==> src/rtl/core/clns_pkg.sv <==
// ----------------------------------------------------------------------------
// clns_pkg
// types, constants and strobe tables of the four-bit display sequencer
// ----------------------------------------------------------------------------
package clns_pkg;

  // request kinds
  typedef enum logic [1:0] {
    MODE_INIT   = 2'd0,
    MODE_CMD    = 2'd1,
    MODE_DATA   = 2'd2,
    MODE_CURSOR = 2'd3
  } mode_e;

  // configuration register indexes
  localparam int unsigned CFG_IDX_W = 3;
  localparam logic [CFG_IDX_W-1:0] REG_SETTLE     = 3'd0;
  localparam logic [CFG_IDX_W-1:0] REG_POWERUP    = 3'd1;
  localparam logic [CFG_IDX_W-1:0] REG_FIRST_WAKE = 3'd2;
  localparam logic [CFG_IDX_W-1:0] REG_CLEAR      = 3'd3;
  localparam logic [CFG_IDX_W-1:0] REG_PULSE_HIGH = 3'd4;
  localparam int unsigned CFG_DATA_W = 16;

  // register reset values
  localparam logic [15:0] SETTLE_RST     = 16'd100;
  localparam logic [15:0] POWERUP_RST    = 16'd50000;
  localparam logic [15:0] FIRST_WAKE_RST = 16'd5000;
  localparam logic [15:0] CLEAR_RST      = 16'd2000;
  localparam logic [7:0]  PULSE_HIGH_RST = 8'd1;

  // strobe counting
  localparam int unsigned IDX_W = 4;
  localparam logic [IDX_W-1:0] INIT_LAST_IDX = 4'd11;
  localparam logic [IDX_W-1:0] BYTE_LAST_IDX = 4'd1;

  // display constants
  localparam logic [7:0] CURSOR_CMD = 8'h80;
  localparam logic [6:0] LINE1_BASE = 7'h40;

  // extra wait added to settle after a strobe
  typedef enum logic [1:0] {
    EXTRA_NONE,
    EXTRA_SETTLE,
    EXTRA_FIRST_WAKE,
    EXTRA_CLEAR
  } extra_e;

  // controller to datapath commands
  typedef struct packed {
    logic             load;
    logic             emit;
    logic [IDX_W-1:0] idx;
  } ctrl_cmd_t;

  // datapath to controller status
  typedef struct packed {
    logic out_free;
    logic strobe_last;
  } dp_stat_t;

  // init nibble sequence: wake 3,3,3,2 then 0x28, 0x0C, 0x06, 0x01
  function automatic logic [3:0] init_nibble(input logic [IDX_W-1:0] idx);
    logic [3:0] nib;
    case (idx)
      4'd0, 4'd1, 4'd2: nib = 4'h3;
      4'd3, 4'd4:       nib = 4'h2;
      4'd5:             nib = 4'h8;
      4'd6:             nib = 4'h0;
      4'd7:             nib = 4'hC;
      4'd8:             nib = 4'h0;
      4'd9:             nib = 4'h6;
      4'd10:            nib = 4'h0;
      4'd11:            nib = 4'h1;
      default:          nib = 4'h0;
    endcase
    return nib;
  endfunction

  // extra wait for each init strobe
  function automatic extra_e init_extra(input logic [IDX_W-1:0] idx);
    extra_e ex;
    case (idx)
      4'd0:             ex = EXTRA_FIRST_WAKE;
      4'd1, 4'd2, 4'd3: ex = EXTRA_SETTLE;
      4'd11:            ex = EXTRA_CLEAR;
      default:          ex = EXTRA_NONE;
    endcase
    return ex;
  endfunction

endpackage

==> src/rtl/core/clns_ctrl.sv <==
// ----------------------------------------------------------------------------
// clns_ctrl
// request controller: takes a request and steps through its strobes
// ----------------------------------------------------------------------------
module clns_ctrl (
  input  logic                  clk_i,
  input  logic                  rst_ni,
  input  logic                  req_valid_i,
  output logic                  req_ready_o,
  input  clns_pkg::dp_stat_t    stat_i,
  output clns_pkg::ctrl_cmd_t   cmd_o
);

  typedef enum logic {
    ST_IDLE,
    ST_RUN
  } state_e;

  state_e                     state_q;
  logic [clns_pkg::IDX_W-1:0] idx_q;

  // commands to the datapath
  always_comb begin
    req_ready_o = (state_q == ST_IDLE);
    cmd_o.load  = (state_q == ST_IDLE) && req_valid_i;
    cmd_o.emit  = (state_q == ST_RUN) && stat_i.out_free;
    cmd_o.idx   = idx_q;
  end

  // state and strobe counter
  always_ff @(posedge clk_i or negedge rst_ni) begin
    if (!rst_ni) begin
      state_q <= ST_IDLE;
      idx_q   <= '0;
    end else begin
      case (state_q)
        ST_IDLE: begin
          if (req_valid_i) begin
            state_q <= ST_RUN;
            idx_q   <= '0;
          end
        end
        ST_RUN: begin
          if (stat_i.out_free) begin
            if (stat_i.strobe_last) begin
              state_q <= ST_IDLE;
            end else begin
              idx_q <= idx_q + 1'b1;
            end
          end
        end
        default: begin
          state_q <= ST_IDLE;
        end
      endcase
    end
  end

endmodule

==> src/rtl/core/clns_datapath.sv <==
// ----------------------------------------------------------------------------
// clns_datapath
// config registers, request latch, strobe formation and output register
// ----------------------------------------------------------------------------
module clns_datapath (
  input  logic                              clk_i,
  input  logic                              rst_ni,
  // config write
  input  logic                              cfg_we_i,
  input  logic [clns_pkg::CFG_IDX_W-1:0]    cfg_idx_i,
  input  logic [clns_pkg::CFG_DATA_W-1:0]   cfg_data_i,
  // request fields
  input  logic [1:0]                        mode_i,
  input  logic [7:0]                        byte_value_i,
  input  logic                              row_i,
  input  logic [5:0]                        col_i,
  // control
  input  clns_pkg::ctrl_cmd_t               cmd_i,
  output clns_pkg::dp_stat_t                stat_o,
  // strobe output
  output logic                              out_valid_o,
  input  logic                              out_ready_i,
  output logic                              reg_select_o,
  output logic [3:0]                        nibble_o,
  output logic [15:0]                       lead_us_o,
  output logic [7:0]                        high_us_o,
  output logic [15:0]                       after_us_o,
  output logic                              last_o
);

  logic [15:0] settle_q, powerup_q, first_wake_q, clear_q;
  logic [7:0]  pulse_high_q;

  clns_pkg::mode_e mode_q;
  logic [7:0]      byte_q;
  logic            row_q;
  logic [5:0]      col_q;

  logic        out_valid_q;
  logic        rs_q, last_q;
  logic [3:0]  nib_q;
  logic [15:0] lead_q, after_q;
  logic [7:0]  high_q;

  logic            is_init;
  logic [6:0]      addr;
  logic [7:0]      send_byte;
  logic [3:0]      nib_d;
  clns_pkg::extra_e extra_sel;
  logic [15:0]     extra;
  logic [16:0]     after_sum;
  logic [15:0]     after_d, lead_d;
  logic [7:0]      high_d;
  logic            strobe_last;
  logic            out_free;

  // configuration registers
  always_ff @(posedge clk_i or negedge rst_ni) begin
    if (!rst_ni) begin
      settle_q     <= clns_pkg::SETTLE_RST;
      powerup_q    <= clns_pkg::POWERUP_RST;
      first_wake_q <= clns_pkg::FIRST_WAKE_RST;
      clear_q      <= clns_pkg::CLEAR_RST;
      pulse_high_q <= clns_pkg::PULSE_HIGH_RST;
    end else if (cfg_we_i) begin
      case (cfg_idx_i)
        clns_pkg::REG_SETTLE:     settle_q     <= cfg_data_i;
        clns_pkg::REG_POWERUP:    powerup_q    <= cfg_data_i;
        clns_pkg::REG_FIRST_WAKE: first_wake_q <= cfg_data_i;
        clns_pkg::REG_CLEAR:      clear_q      <= cfg_data_i;
        clns_pkg::REG_PULSE_HIGH: pulse_high_q <= cfg_data_i[7:0];
        default: ;
      endcase
    end
  end

  // request latch
  always_ff @(posedge clk_i) begin
    if (cmd_i.load) begin
      mode_q <= clns_pkg::mode_e'(mode_i);
      byte_q <= byte_value_i;
      row_q  <= row_i;
      col_q  <= col_i;
    end
  end

  // byte to send and its nibble for this strobe
  always_comb begin
    is_init = (mode_q == clns_pkg::MODE_INIT);
    addr    = (row_q ? clns_pkg::LINE1_BASE : 7'h00) + {1'b0, col_q};
    case (mode_q)
      clns_pkg::MODE_CMD,
      clns_pkg::MODE_DATA:   send_byte = byte_q;
      clns_pkg::MODE_CURSOR: send_byte = clns_pkg::CURSOR_CMD | {1'b0, addr};
      default:               send_byte = 8'h00;
    endcase
    if (is_init) begin
      nib_d       = clns_pkg::init_nibble(cmd_i.idx);
      extra_sel   = clns_pkg::init_extra(cmd_i.idx);
      strobe_last = (cmd_i.idx == clns_pkg::INIT_LAST_IDX);
    end else begin
      nib_d       = cmd_i.idx[0] ? send_byte[3:0] : send_byte[7:4];
      extra_sel   = clns_pkg::EXTRA_NONE;
      strobe_last = (cmd_i.idx == clns_pkg::BYTE_LAST_IDX);
    end
  end

  // waits and enable time, after wait saturates
  always_comb begin
    case (extra_sel)
      clns_pkg::EXTRA_SETTLE:     extra = settle_q;
      clns_pkg::EXTRA_FIRST_WAKE: extra = first_wake_q;
      clns_pkg::EXTRA_CLEAR:      extra = clear_q;
      default:                    extra = 16'h0000;
    endcase
    after_sum = {1'b0, settle_q} + {1'b0, extra};
    after_d   = after_sum[16] ? 16'hFFFF : after_sum[15:0];
    lead_d    = (is_init && (cmd_i.idx == '0)) ? powerup_q : 16'h0000;
    high_d    = (pulse_high_q == 8'h00) ? 8'h01 : pulse_high_q;
  end

  assign out_free = !out_valid_q || out_ready_i;

  // output valid
  always_ff @(posedge clk_i or negedge rst_ni) begin
    if (!rst_ni) begin
      out_valid_q <= 1'b0;
    end else if (out_free) begin
      out_valid_q <= cmd_i.emit;
    end
  end

  // output payload
  always_ff @(posedge clk_i) begin
    if (cmd_i.emit && out_free) begin
      rs_q    <= (mode_q == clns_pkg::MODE_DATA);
      nib_q   <= nib_d;
      lead_q  <= lead_d;
      high_q  <= high_d;
      after_q <= after_d;
      last_q  <= strobe_last;
    end
  end

  assign stat_o.out_free    = out_free;
  assign stat_o.strobe_last = strobe_last;

  assign out_valid_o  = out_valid_q;
  assign reg_select_o = rs_q;
  assign nibble_o     = nib_q;
  assign lead_us_o    = lead_q;
  assign high_us_o    = high_q;
  assign after_us_o   = after_q;
  assign last_o       = last_q;

endmodule

==> src/rtl/core/char_lcd_nibble_sequencer_core.sv <==
// ----------------------------------------------------------------------------
// char_lcd_nibble_sequencer_core
// four-bit character display sequencer: one request in, a run of strobes out
// ----------------------------------------------------------------------------
// Requests come in on the s_axis channel: init, command byte, data byte or
// set cursor. Each request produces a run of enable strobes on the m_axis
// channel, one strobe per transfer; tlast marks the final strobe of a run and
// tuser carries the register-select level. Init yields twelve strobes, every
// other request two (high nibble first).
// A taken request moves the controller into its run state, which loads the
// first strobe into the output register; after that one strobe is loaded per
// cycle while the receiver takes them. The controller walks one strobe index
// per cycle while the output register is free and holds one request at a time;
// s_axis_tready rises again once the final strobe is in the output register.
// When the receiver stalls, the output register holds its strobe and the
// controller waits on it. Reset clears the controller and output valid and
// loads the timing registers with defaults (settle 100, power-up 50000, first
// wake 5000, clear 2000, enable high 1). Config writes act on the next clock
// edge; the user, not the block, keeps them to when no request is in flight.
// ----------------------------------------------------------------------------
module char_lcd_nibble_sequencer_core (
  input  logic        clk_i,
  input  logic        rst_ni,
  // configuration write
  input  logic        cfg_we_i,
  input  logic [2:0]  cfg_idx_i,
  input  logic [15:0] cfg_data_i,
  // requests
  input  logic        s_axis_tvalid,
  output logic        s_axis_tready,
  input  logic [23:0] s_axis_tdata,   // mode[1:0], byte_value[9:2], row[10], col[16:11]
  // strobes
  output logic        m_axis_tvalid,
  input  logic        m_axis_tready,
  output logic [47:0] m_axis_tdata,   // nibble[3:0], lead_us[19:4], high_us[27:20],
                                      // after_us[43:28]
  output logic        m_axis_tuser,   // reg_select
  output logic        m_axis_tlast    // last
);

  clns_pkg::ctrl_cmd_t cmd;
  clns_pkg::dp_stat_t  stat;

  logic [3:0]  nibble;
  logic [15:0] lead_us, after_us;
  logic [7:0]  high_us;

  // controller
  clns_ctrl u_ctrl (
    .clk_i       (clk_i),
    .rst_ni      (rst_ni),
    .req_valid_i (s_axis_tvalid),
    .req_ready_o (s_axis_tready),
    .stat_i      (stat),
    .cmd_o       (cmd)
  );

  // datapath
  clns_datapath u_datapath (
    .clk_i        (clk_i),
    .rst_ni       (rst_ni),
    .cfg_we_i     (cfg_we_i),
    .cfg_idx_i    (cfg_idx_i),
    .cfg_data_i   (cfg_data_i),
    .mode_i       (s_axis_tdata[1:0]),
    .byte_value_i (s_axis_tdata[9:2]),
    .row_i        (s_axis_tdata[10]),
    .col_i        (s_axis_tdata[16:11]),
    .cmd_i        (cmd),
    .stat_o       (stat),
    .out_valid_o  (m_axis_tvalid),
    .out_ready_i  (m_axis_tready),
    .reg_select_o (m_axis_tuser),
    .nibble_o     (nibble),
    .lead_us_o    (lead_us),
    .high_us_o    (high_us),
    .after_us_o   (after_us),
    .last_o       (m_axis_tlast)
  );

  // pack strobe fields, zero fill to whole bytes
  assign m_axis_tdata = {4'h0, after_us, high_us, lead_us, nibble};

endmodule

==> config.mk <==
export PLATFORM = sky130hd
export DESIGN_NAME = char_lcd_nibble_sequencer_core
export DESIGN_NICKNAME = d
export VERILOG_FILES = /design/src/rtl/core/clns_pkg.sv /design/src/rtl/core/clns_ctrl.sv /design/src/rtl/core/clns_datapath.sv /design/src/rtl/core/char_lcd_nibble_sequencer_core.sv
export SDC_FILE = /design/constraint.sdc
export NUM_CORES = 1
export LEC_CHECK = 0
export BUFFER_PORTS_ARGS = -buffer_cell sky130_fd_sc_hd__buf_4
export CORE_ASPECT_RATIO = 1.4
export CORE_MARGIN = 1.5
export CORE_UTILIZATION = 35
export CTS_CLUSTER_SIZE = 8
export DETAILED_ROUTE_END_ITERATION = 8
export GPL_TIMING_DRIVEN = 0
export PLACE_DENSITY = 0.61
export SYNTH_ARGS = -nofsm -noshare
export SYNTH_HDL_FRONTEND = slang
export SYNTH_SLANG_ARGS = --single-unit
==> constraint.sdc <==
create_clock -name clk_i -period 5.4 [get_ports clk_i]
set_input_delay 0.81 -clock clk_i [delete_from_list [all_inputs] [get_ports clk_i]]
set_output_delay 0.81 -clock clk_i [all_outputs]
set_load 0.05 [all_outputs]
---- Yosys cells after proc, flatten, opt, wreduce, memory -nomap -nowiden ----
Memories as Yosys holds them, arrays and structs flattened.
Index checks and enable logic that the tools add are counted.
word-level totals
  flip-flop bits (word level) ............. 141
  bits in read-only memories .............. 64
  input bits .............................. 48
  logic and storage cells ................. 74
  memories ................................ 1
memories
  memory           depth  width  read ports  clocked after memory_dff  write ports  RTL line        text
  (no name shown)  16     4      1           0                         0            clns_pkg.sv:64  case (idx)
cells by class
  $add $sub $neg .......................... 3
  eq/ne operators ......................... 17
  multiplexer cells ....................... 16
  bitwise logic cells ..................... 1
  reduce and logical (&&, ||, !) cells .... 18
operators with widths
  kind                                            number
  case mux 16 bit (3 select lines)                1
  2-to-1 mux 4 bit                                5
  adder 16 x 16 -> 17 bit                         1
  case mux 8 bit (2 select lines)                 1
  AND reduction 2 bit                             5
  == test 2 bit (second input constant)           4
  == test 4 x 2 -> 1 bit (second input constant)  2
  logical NOT 8 bit                               1
  case mux 4 bit (2 select lines)                 1
  adder 7 x 6 -> 7 bit                            1
  2-to-1 mux 7 bit                                1
  == test 3 x 2 -> 1 bit (second input constant)  2
  case mux 2 bit (3 select lines)                 1
  adder 4 x 1 -> 4 bit (second input constant)    1
  == test 2 x 1 -> 1 bit (second input constant)  2
  == test 4 x 1 -> 1 bit (second input constant)  1
  == test 4 bit (second input constant)           1
  logical AND 1 bit                               4
  logical NOT 4 bit                               1
  2-to-1 mux 1 bit                                4
  != test 2 bit (second input constant)           2
  == test 3 x 1 -> 1 bit (second input constant)  1
  == test 3 bit (second input constant)           1
  logical NOT 3 bit                               1
  other kinds (10)                                10

---- Longest topological paths before layout ----
Gate-level depths: netlist (run 1).
  depth after elaboration ................. 7
  mapped depth ............................ 16
  mapped depth without buffers ............ 15

---- Cells and area by module ----
From an unflattened synthesis (run 1), not the netlist that was laid out.
unflattened totals
  cell total of the unflattened synthesis .. 493
  area total of the unflattened synthesis .. 6626.4 um^2
modules (own cells, without submodules)
  module                          instances  cells an instance  area an instance (um^2)
  clns_datapath                   1          462                6329.8
  clns_ctrl                       1          26                 262.8
  char_lcd_nibble_sequencer_core  1          5                  33.8

---- Least setup slack after synthesis (run 1) ----
OpenSTA, ideal clock, no wires.
  path kind ............................... register to register
  start ................................... reg u_ctrl.idx_q[0] (netlist bit)
  end ..................................... reg u_datapath.after_q[10], in the netlist u_datapath.after_us_o[10] (data pin)
  data arrival time ....................... 2911 ps
  data required time ...................... 5145 ps
  path slack .............................. 2234 ps
  cell stages (with the launch flop) ...... 15
  buffers on the path ..................... 1
  period minus slack after synthesis ...... 3166 ps
  path through ............................ dfrtp_1 -> ha_1 -> nand2_1 -> a21oi_4 -> mux2i_1 -> o21ai_0 -> ha_1 -> fa_1 -> a21o_1 -> a21boi_2 -> nor3_2 -> o21bai_2 -> o21ba_4 -> buf_6 -> nand2_1
between the ends
  longest elaborated chain between the ends .. 7
RTL lines
  what                                                              RTL line              text
  start: declaration                                                clns_ctrl.sv:20       logic [clns_pkg::IDX_W-1:0] idx_q;
  start signal: assignment                                          clns_ctrl.sv:48       idx_q <= idx_q + 1'b1;
  == test 4 x 2 -> 1 bit or == test 4 x 1 -> 1 bit (tied branches)  clns_pkg.sv:82        case (idx)
  OR reduction 3 bit                                                clns_pkg.sv:82
  case mux 2 bit (3 select lines) (*)                               clns_pkg.sv:82
  2-to-1 mux 2 bit (*)                                              clns_datapath.sv:97   if (is_init) begin
  == test 2 bit or == test 2 x 1 -> 1 bit (tied branches)           clns_datapath.sv:110  case (extra_sel)
  case mux 16 bit (3 select lines) (*)                              clns_datapath.sv:110
  adder 16 x 16 -> 17 bit (*)                                       clns_datapath.sv:116  after_sum = {1'b0, settle_q} + {1'b0, extra};
  end signal: assignment                                            clns_datapath.sv:140  after_q <= after_d;
  end: declaration                                                  clns_datapath.sv:42   logic [15:0] lead_q, after_q;
Mark *: on every way between the ends. The rest lies on a longest branch, timed or not.
A chain may end at the register's enable or synchronous reset.

---- Worst setup path after layout (run 1) ----
  start ................................... reg u_ctrl.idx_q[1] (netlist bit)
  end ..................................... reg u_datapath.after_q[15], in the netlist u_datapath.after_us_o[15] (data pin)
The elaborated chain is that of the path after synthesis.

==> impl_metrics.json, run 1 <==
{
  "status": "finished, final reports clean",
  "drtIter0Drc": 172,
  "clkLatencyLatePin_ns": 0.42,
  "gp_congestion": 0.826,
  "ctsResizeCount": 0,
  "clockBufferDepth": 2,
  "synth.ff_latch_count": 141,
  "grt_pass1_wl_mm": 22.0,
  "ios": 100,
  "drive_gt1_share_pct": 39.5,
  "synth.cell_area_um2": 6670,
  "max_clock_freq_mhz": 261,
  "rsz0062_at_grt": "no",
  "synth.avg_cell_area_um2": 13.3,
  "hold_viol": 0,
  "drv_slew": 0,
  "tns_ns": 0,
  "cts_setup_buffers": 0,
  "die_area_um2": 19900,
  "synth_flop_cell": "edfxtp_1",
  "io_buffers": 87,
  "mostFrequentLayoutCells": "buf_4, mux2_2, edfxtp_1",
  "grt_pass1_vias": 4417,
  "worstPathCellList": "inv_1, ha_1, nor2_1, nor2_1, o21bai_1, clkbuf_1, o21ai_1, ha_1, a21oi_1, o211ai_1, a21oi_1, a21oi_1, xnor2_1, nand2_1",
  "clock_sinks": 141,
  "asyncSetResetFlopFracSynth_pct": 55.3,
  "gr-usage-met3_pct": 3.81,
  "min_path_type": "reg -> reg",
  "dpl.cell_count": 837,
  "syn_inst": 502,
  "detailed_place_hpwl_mm": 9.94,
  "regArea_um2": 3870,
  "worst_path_most_repeated_cell": "a21oi_1",
  "fin_crit_sh_pct": 70.8,
  "critical_path_depth": 14,
  "wl_per_cell_um": 15.7,
  "grt_usage_pct": 14.3,
  "fin_crit_ns": 3.83,
  "root_buffer": "clkbuf_16",
  "vias": 4199,
  "start_util_pct": 35.9,
  "ir_drop_mv": 0.290,
  "final_common_cell": "buf_4",
  "instances_no_fill": 869,
  "grt_use_met2_pct": 27.4,
  "drt_wl_total_mm": 13.6,
  "synth_edf_count": 63,
  "slowest_delay_ns": 0.49,
  "firstDrtPassIters": 4,
  "ys_seq_area_share_pct": 58.0,
  "numCtsBuffers": 17,
  "worst_slew_pin_slew_ns": 1.02,
  "yosysUniqueCellTypes": 61,
  "crit_path_top_delay_cell": "clkbuf_1",
  "p_leak_nw": 3.41,
  "die_w_um": 120,
  "preCtsSetupSlack_ns": 1.55,
  "grt_overflow": 0,
  "nFillCells": 1751,
  "drc": 0,
  "endpoint_kind": "register",
  "areaGrowthSynthToFinish_pct": 23.3,
  "critPathKind": "reg -> reg",
  "clk_pin_slew_worst_paths_ns": 0.06,
  "cts_tree": "built",
  "htreeDepth": 4,
  "cp.arrival_ns": 3.99,
  "crit_buf_inv": 2,
  "worstSetupStartpointType": "register",
  "busiest_layer": "met2",
  "multiInputGateArea_um2": 2580,
  "maxCapViolations": 0,
  "met1_usage_pct": 14.8,
  "min_path_cells": 1,
  "yosysWarnings": 0,
  "nets": 687,
  "die_y_um": 166,
  "critPathMaxFanout": 10,
  "num_rows": 59,
  "setup_ws_ns": 1.57,
  "cpLargestDelayFamily": "compound AO/OA/AOI/OAI gates",
  "slew_headroom_pct": 31.8,
  "avgViaCountPerCell": 4.83,
  "postCtsHoldBufs": 0,
  "setup_violations": 0,
  "antenna_cells": 0,
  "hold_slack_ns": 0.497,
  "finClkSkew_ns": 0.00853,
  "worstPathRequired_ns": 5.57,
  "antenna_found_initial": 0,
  "fp.coreArea_um2": 18600,
  "r2r_cells": 14,
  "power_density_nw_per_um2": 536,
  "grt_max_degree": 79,
  "drtAntennaViolNets": 0
}
## kinds of logic (layout without fill, tap and decap cells)
kind of cell	Yosys count	count (layout)	share of synthesized area, %
flip-flops	141	141	58.0
AO/OA/AOI/OAI	83	83	8.23
AND/OR/NAND/NOR	104	104	8.36
XOR/XNOR	13	13	1.71
adder cells (fa/ha/maj)	27	27	5.18
buffers and inverters	42	162	3.45
other	1	4	0.0562
multiplexers	91	91	15.0
## Yosys cell counts (2+ instances only)
cell type,count,area [um^2]
a21o_1,4,30.0
a21oi_1,23,115
a21oi_2,5,43.8
a221oi_1,4,35.0
a22oi_1,2,15.0
a31oi_1,3,18.8
and2_1,18,113
and3_1,2,12.5
buf_2,4,20.0
buf_4,5,37.5
buf_6,5,56.3
clkbuf_1,12,45.0
dfrtp_1,57,1430
dfstp_2,21,552
edfxtp_1,63,1890
ha_1,26,325
inv_1,14,52.6
mux2_1,2,22.5
mux2_2,70,788
mux2i_1,19,190
nand2_1,48,180
nand2b_1,3,18.8
nand3_1,8,40.0
nor2_1,8,30.0
nor3_2,2,20.0
o211ai_1,2,15.0
o21ai_0,11,55.1
o21ai_1,13,65.1
o21bai_1,3,22.5
o31ai_1,3,22.5
xnor2_1,6,52.6
xor2_1,7,61.3
## cell type report
cell class,instances,share of cell area (%)
multi-input combinational,322,31.4
clock inverter,14,1.64
buffer,27,2.11
clock buffer,18,5.22
tap,244,3.71
inverter,15,0.684
sequential,141,47.0
timing repair buffer,88,8.18
## per-layer routing
metal | vias up | wire (um)
met1 | 2075 | 5130
met4 | 0 | 161
met2 | 89 | 7810
met3 | 11 | 546
li1 | 2024 | -
met5 | - | 0
## registers in the layout, summed over array words and instances (netlist names), 6 cells and up
| signal | cells |
|---|---|
| u_datapath.pulse_high_q | 8 |
| u_datapath.settle_q | 16 |
| u_datapath.first_wake_q | 16 |
| u_datapath.after_us_o | 16 |
| u_datapath.clear_q | 16 |
| u_datapath.byte_q | 8 |
| u_datapath.col_q | 6 |
| u_datapath.powerup_q | 16 |
| u_datapath.lead_us_o | 16 |
| u_datapath.high_us_o | 8 |
## path summary, 6_finish.rpt
| path | to | slack, ns | start |
|---|---|---|---|
| setup reg to reg | u_datapath.after_us_o[15] | 1.57 | u_ctrl.idx_q[1] |
| setup / recovery | u_datapath.after_us_o[15] | 1.57 | u_ctrl.idx_q[1] |
| max in group asynchronous | u_ctrl.idx_q[3] | 4.17 | rst_ni |
| hold / removal | u_datapath.powerup_q[2] | 0.50 | u_datapath.powerup_q[2] |
| hold reg to reg | u_datapath.powerup_q[2] | 0.50 | u_datapath.powerup_q[2] |
| min in group asynchronous | u_datapath.settle_q[10] | 0.55 | rst_ni |
## where the power goes
part	internal, mW	switching, mW
clock network	0.643	0.466
registers	1.52	0.135
logic	0.572	1.07
total	2.73	1.67
## metrics by stage
step / area (um^2) / power (mW) / util (%)
2_1_floorplan: 6680 / 2.87 / -
3_3_place_gp: 7640 / 3.29 / 41.1
3_5_place_dp: 7660 / 3.34 / 41.2
4_1_cts: 8230 / 4.46 / 44.2
5_1_grt: 8230 / 4.64 / 44.2
6_report: 8230 / 4.41 / 44.2
Note: power is estimated with default switching activity, not from simulation.
==> run 2: changes to the inputs <==
clock period = 3.7 ns   (was 5.4 ns; I/O delays follow)
==> run 2 against run 1 <==
Compared with the run above:
- sequential share of layout area down 0.25 points
- sequential cell count stayed put
- critical path depth rose by 1
- clock skew about the same
==> impl_metrics.json, run 2 (synthesis gave the netlist of run 1 again) <==
{
  "fin_area_um2": 8270,
  "antenna_found_initial": 0,
  "ios": 100,
  "r2r_cells": 15,
  "drtAntennaViolNets": 0,
  "drc": 0,
  "antenna_cells": 0,
  "areaGrowthSynthToFinish_pct": 24.0,
  "worstPathRequired_ns": 3.87,
  "preCtsSetupSlack_ns": -0.145,
  "critPathKind": "reg -> reg",
  "p_leak_nw": 3.43,
  "r2r_slack_ns": 0.26,
  "mostFrequentLayoutCells": "buf_4, mux2_2, edfxtp_1",
  "start_util_pct": 35.9,
  "slew_headroom_pct": 32.9,
  "die_w_um": 120,
  "fin_crit_ns": 3.44,
  "nets": 691,
  "multiInputGateArea_um2": 2590,
  "final_common_cell": "buf_4",
  "status": "finished, final reports clean",
  "setup_ws_ns": 0.256,
  "grt_overflow": 0,
  "clockBufferDepth": 2,
  "ir_drop_mv": 0.423,
  "tns_ns": 0,
  "grt_max_degree": 79,
  "fp.coreArea_um2": 18600,
  "instances_no_fill": 873,
  "drt_wl_total_mm": 13.7,
  "nFillCells": 1746,
  "place_area_um2": 7660,
  "drive_gt1_share_pct": 40.5,
  "post-route-util_pct": 44.5,
  "firstDrtPassIters": 4,
  "clkLatencyLatePin_ns": 0.42,
  "io_buffers": 87,
  "dr_wl_met2_mm": 7.85,
  "finClkSkew_ns": 0.00840,
  "num_rows": 59,
  "root_buffer": "clkbuf_16",
  "clk_pin_slew_worst_paths_ns": 0.06,
  "grt_pass1_wl_mm": 22.0,
  "avgViaCountPerCell": 4.81,
  "cp.arrival_ns": 3.61,
  "hold_viol": 0,
  "hold_slack_ns": 0.292,
  "grt_usage_pct": 14.3,
  "vias": 4201,
  "fin_crit_sh_pct": 93.1,
  "numCtsBuffers": 17,
  "regArea_um2": 3870,
  "maxCapViolations": 0,
  "wl_met1_mm": 5.13,
  "dr.max_layer_used": "met4",
  "finalPower_mw": 6.46,
  "htreeDepth": 4,
  "worstSetupStartpointType": "register",
  "worst_slew_pin_slew_ns": 1.01,
  "critPathMaxFanout": 10,
  "wl_per_cell_um": 15.7,
  "endpoint_kind": "register",
  "gp_congestion": 0.826,
  "die_y_um": 166,
  "power_density_nw_per_um2": 781,
  "r2r-start": "u_ctrl.idx_q[1]",
  "dpl.cell_count": 837,
  "grt_pass1_vias": 4417,
  "rsz0062_at_grt": "no",
  "setup_violations": 0,
  "drtIter0Drc": 175,
  "reg2reg_to": "u_datapath.after_us_o[7]",
  "clock_sinks": 141,
  "max_clock_freq_mhz": 290,
  "drv_slew": 0,
  "min_path_type": "in -> async",
  "cts_tree": "built",
  "die_area_um2": 19900,
  "detailed_place_hpwl_mm": 9.94,
  "met3_length_um": 527
}
==> run 2: cell count changes in the layout (fill, tap and decap cells not counted), sizes merged <==
cell	previous run	this run
clkbuf	30	29
buf	103	108
==> run 2: layer usage <==
layer  track usage, %  up-vias
li1                 -     2033
met1             14.8     2074
met2             27.4       83
met3             3.81       11
met4             4.81        0
met5                0        -
==> run 2: what timing repair did <==
item / CTS / global route
gates resized for setup: 1 / 6
setup endpoints to repair: 15 / 16
pin swaps: 0 / 2
buffers inserted: 0 / 4
hold buffers: 0 / 0
cloned: 0 / 0
==> run 2: final cells by class <==
class | instances | area share [%]
tap | 244 | 3.69
timing repair buffer | 92 | 8.50
sequential | 141 | 46.8
inverter | 15 | 0.681
clock inverter | 14 | 1.63
clock buffer | 18 | 5.19
buffer | 27 | 2.15
multi-input combinational | 322 | 31.4
==> run 2: worst max path at each step <==
stage / start / endpoint / depth (start not counted)
after floorplan: u_ctrl.idx_q[0] / u_datapath.after_us_o[10] / 14
after global placement: u_ctrl.idx_q[1] / u_datapath.after_us_o[13] / 14
after detailed placement: u_ctrl.idx_q[1] / u_datapath.after_us_o[7] / 15
after CTS: u_ctrl.idx_q[1] / u_datapath.after_us_o[7] / 14
after global routing: u_ctrl.idx_q[1] / u_datapath.after_us_o[7] / 15
final: u_ctrl.idx_q[1] / u_datapath.after_us_o[7] / 15
==> run 2: where the power goes <==
group | internal [mW] | total, mW | switching (mW)
clock network | 0.938 | 1.62 | 0.683
logic | 0.850 | 2.42 | 1.57
registers | 2.22 | 2.41 | 0.197
==> run 2: critical path, stage by stage, from the launching register on <==
cell      delay, ns
dfrtp_1        0.40
inv_1          0.09
ha_1           0.23
nor2_1         0.12
nor2_1         0.09
o21bai_2       0.28
buf_2          0.32
o21ai_1        0.14
ha_1           0.39
a21o_1         0.22
a21oi_1        0.18
o21ai_1        0.11
o21bai_2       0.21
o21ba_4        0.20
buf_6          0.14
nand2_1        0.07
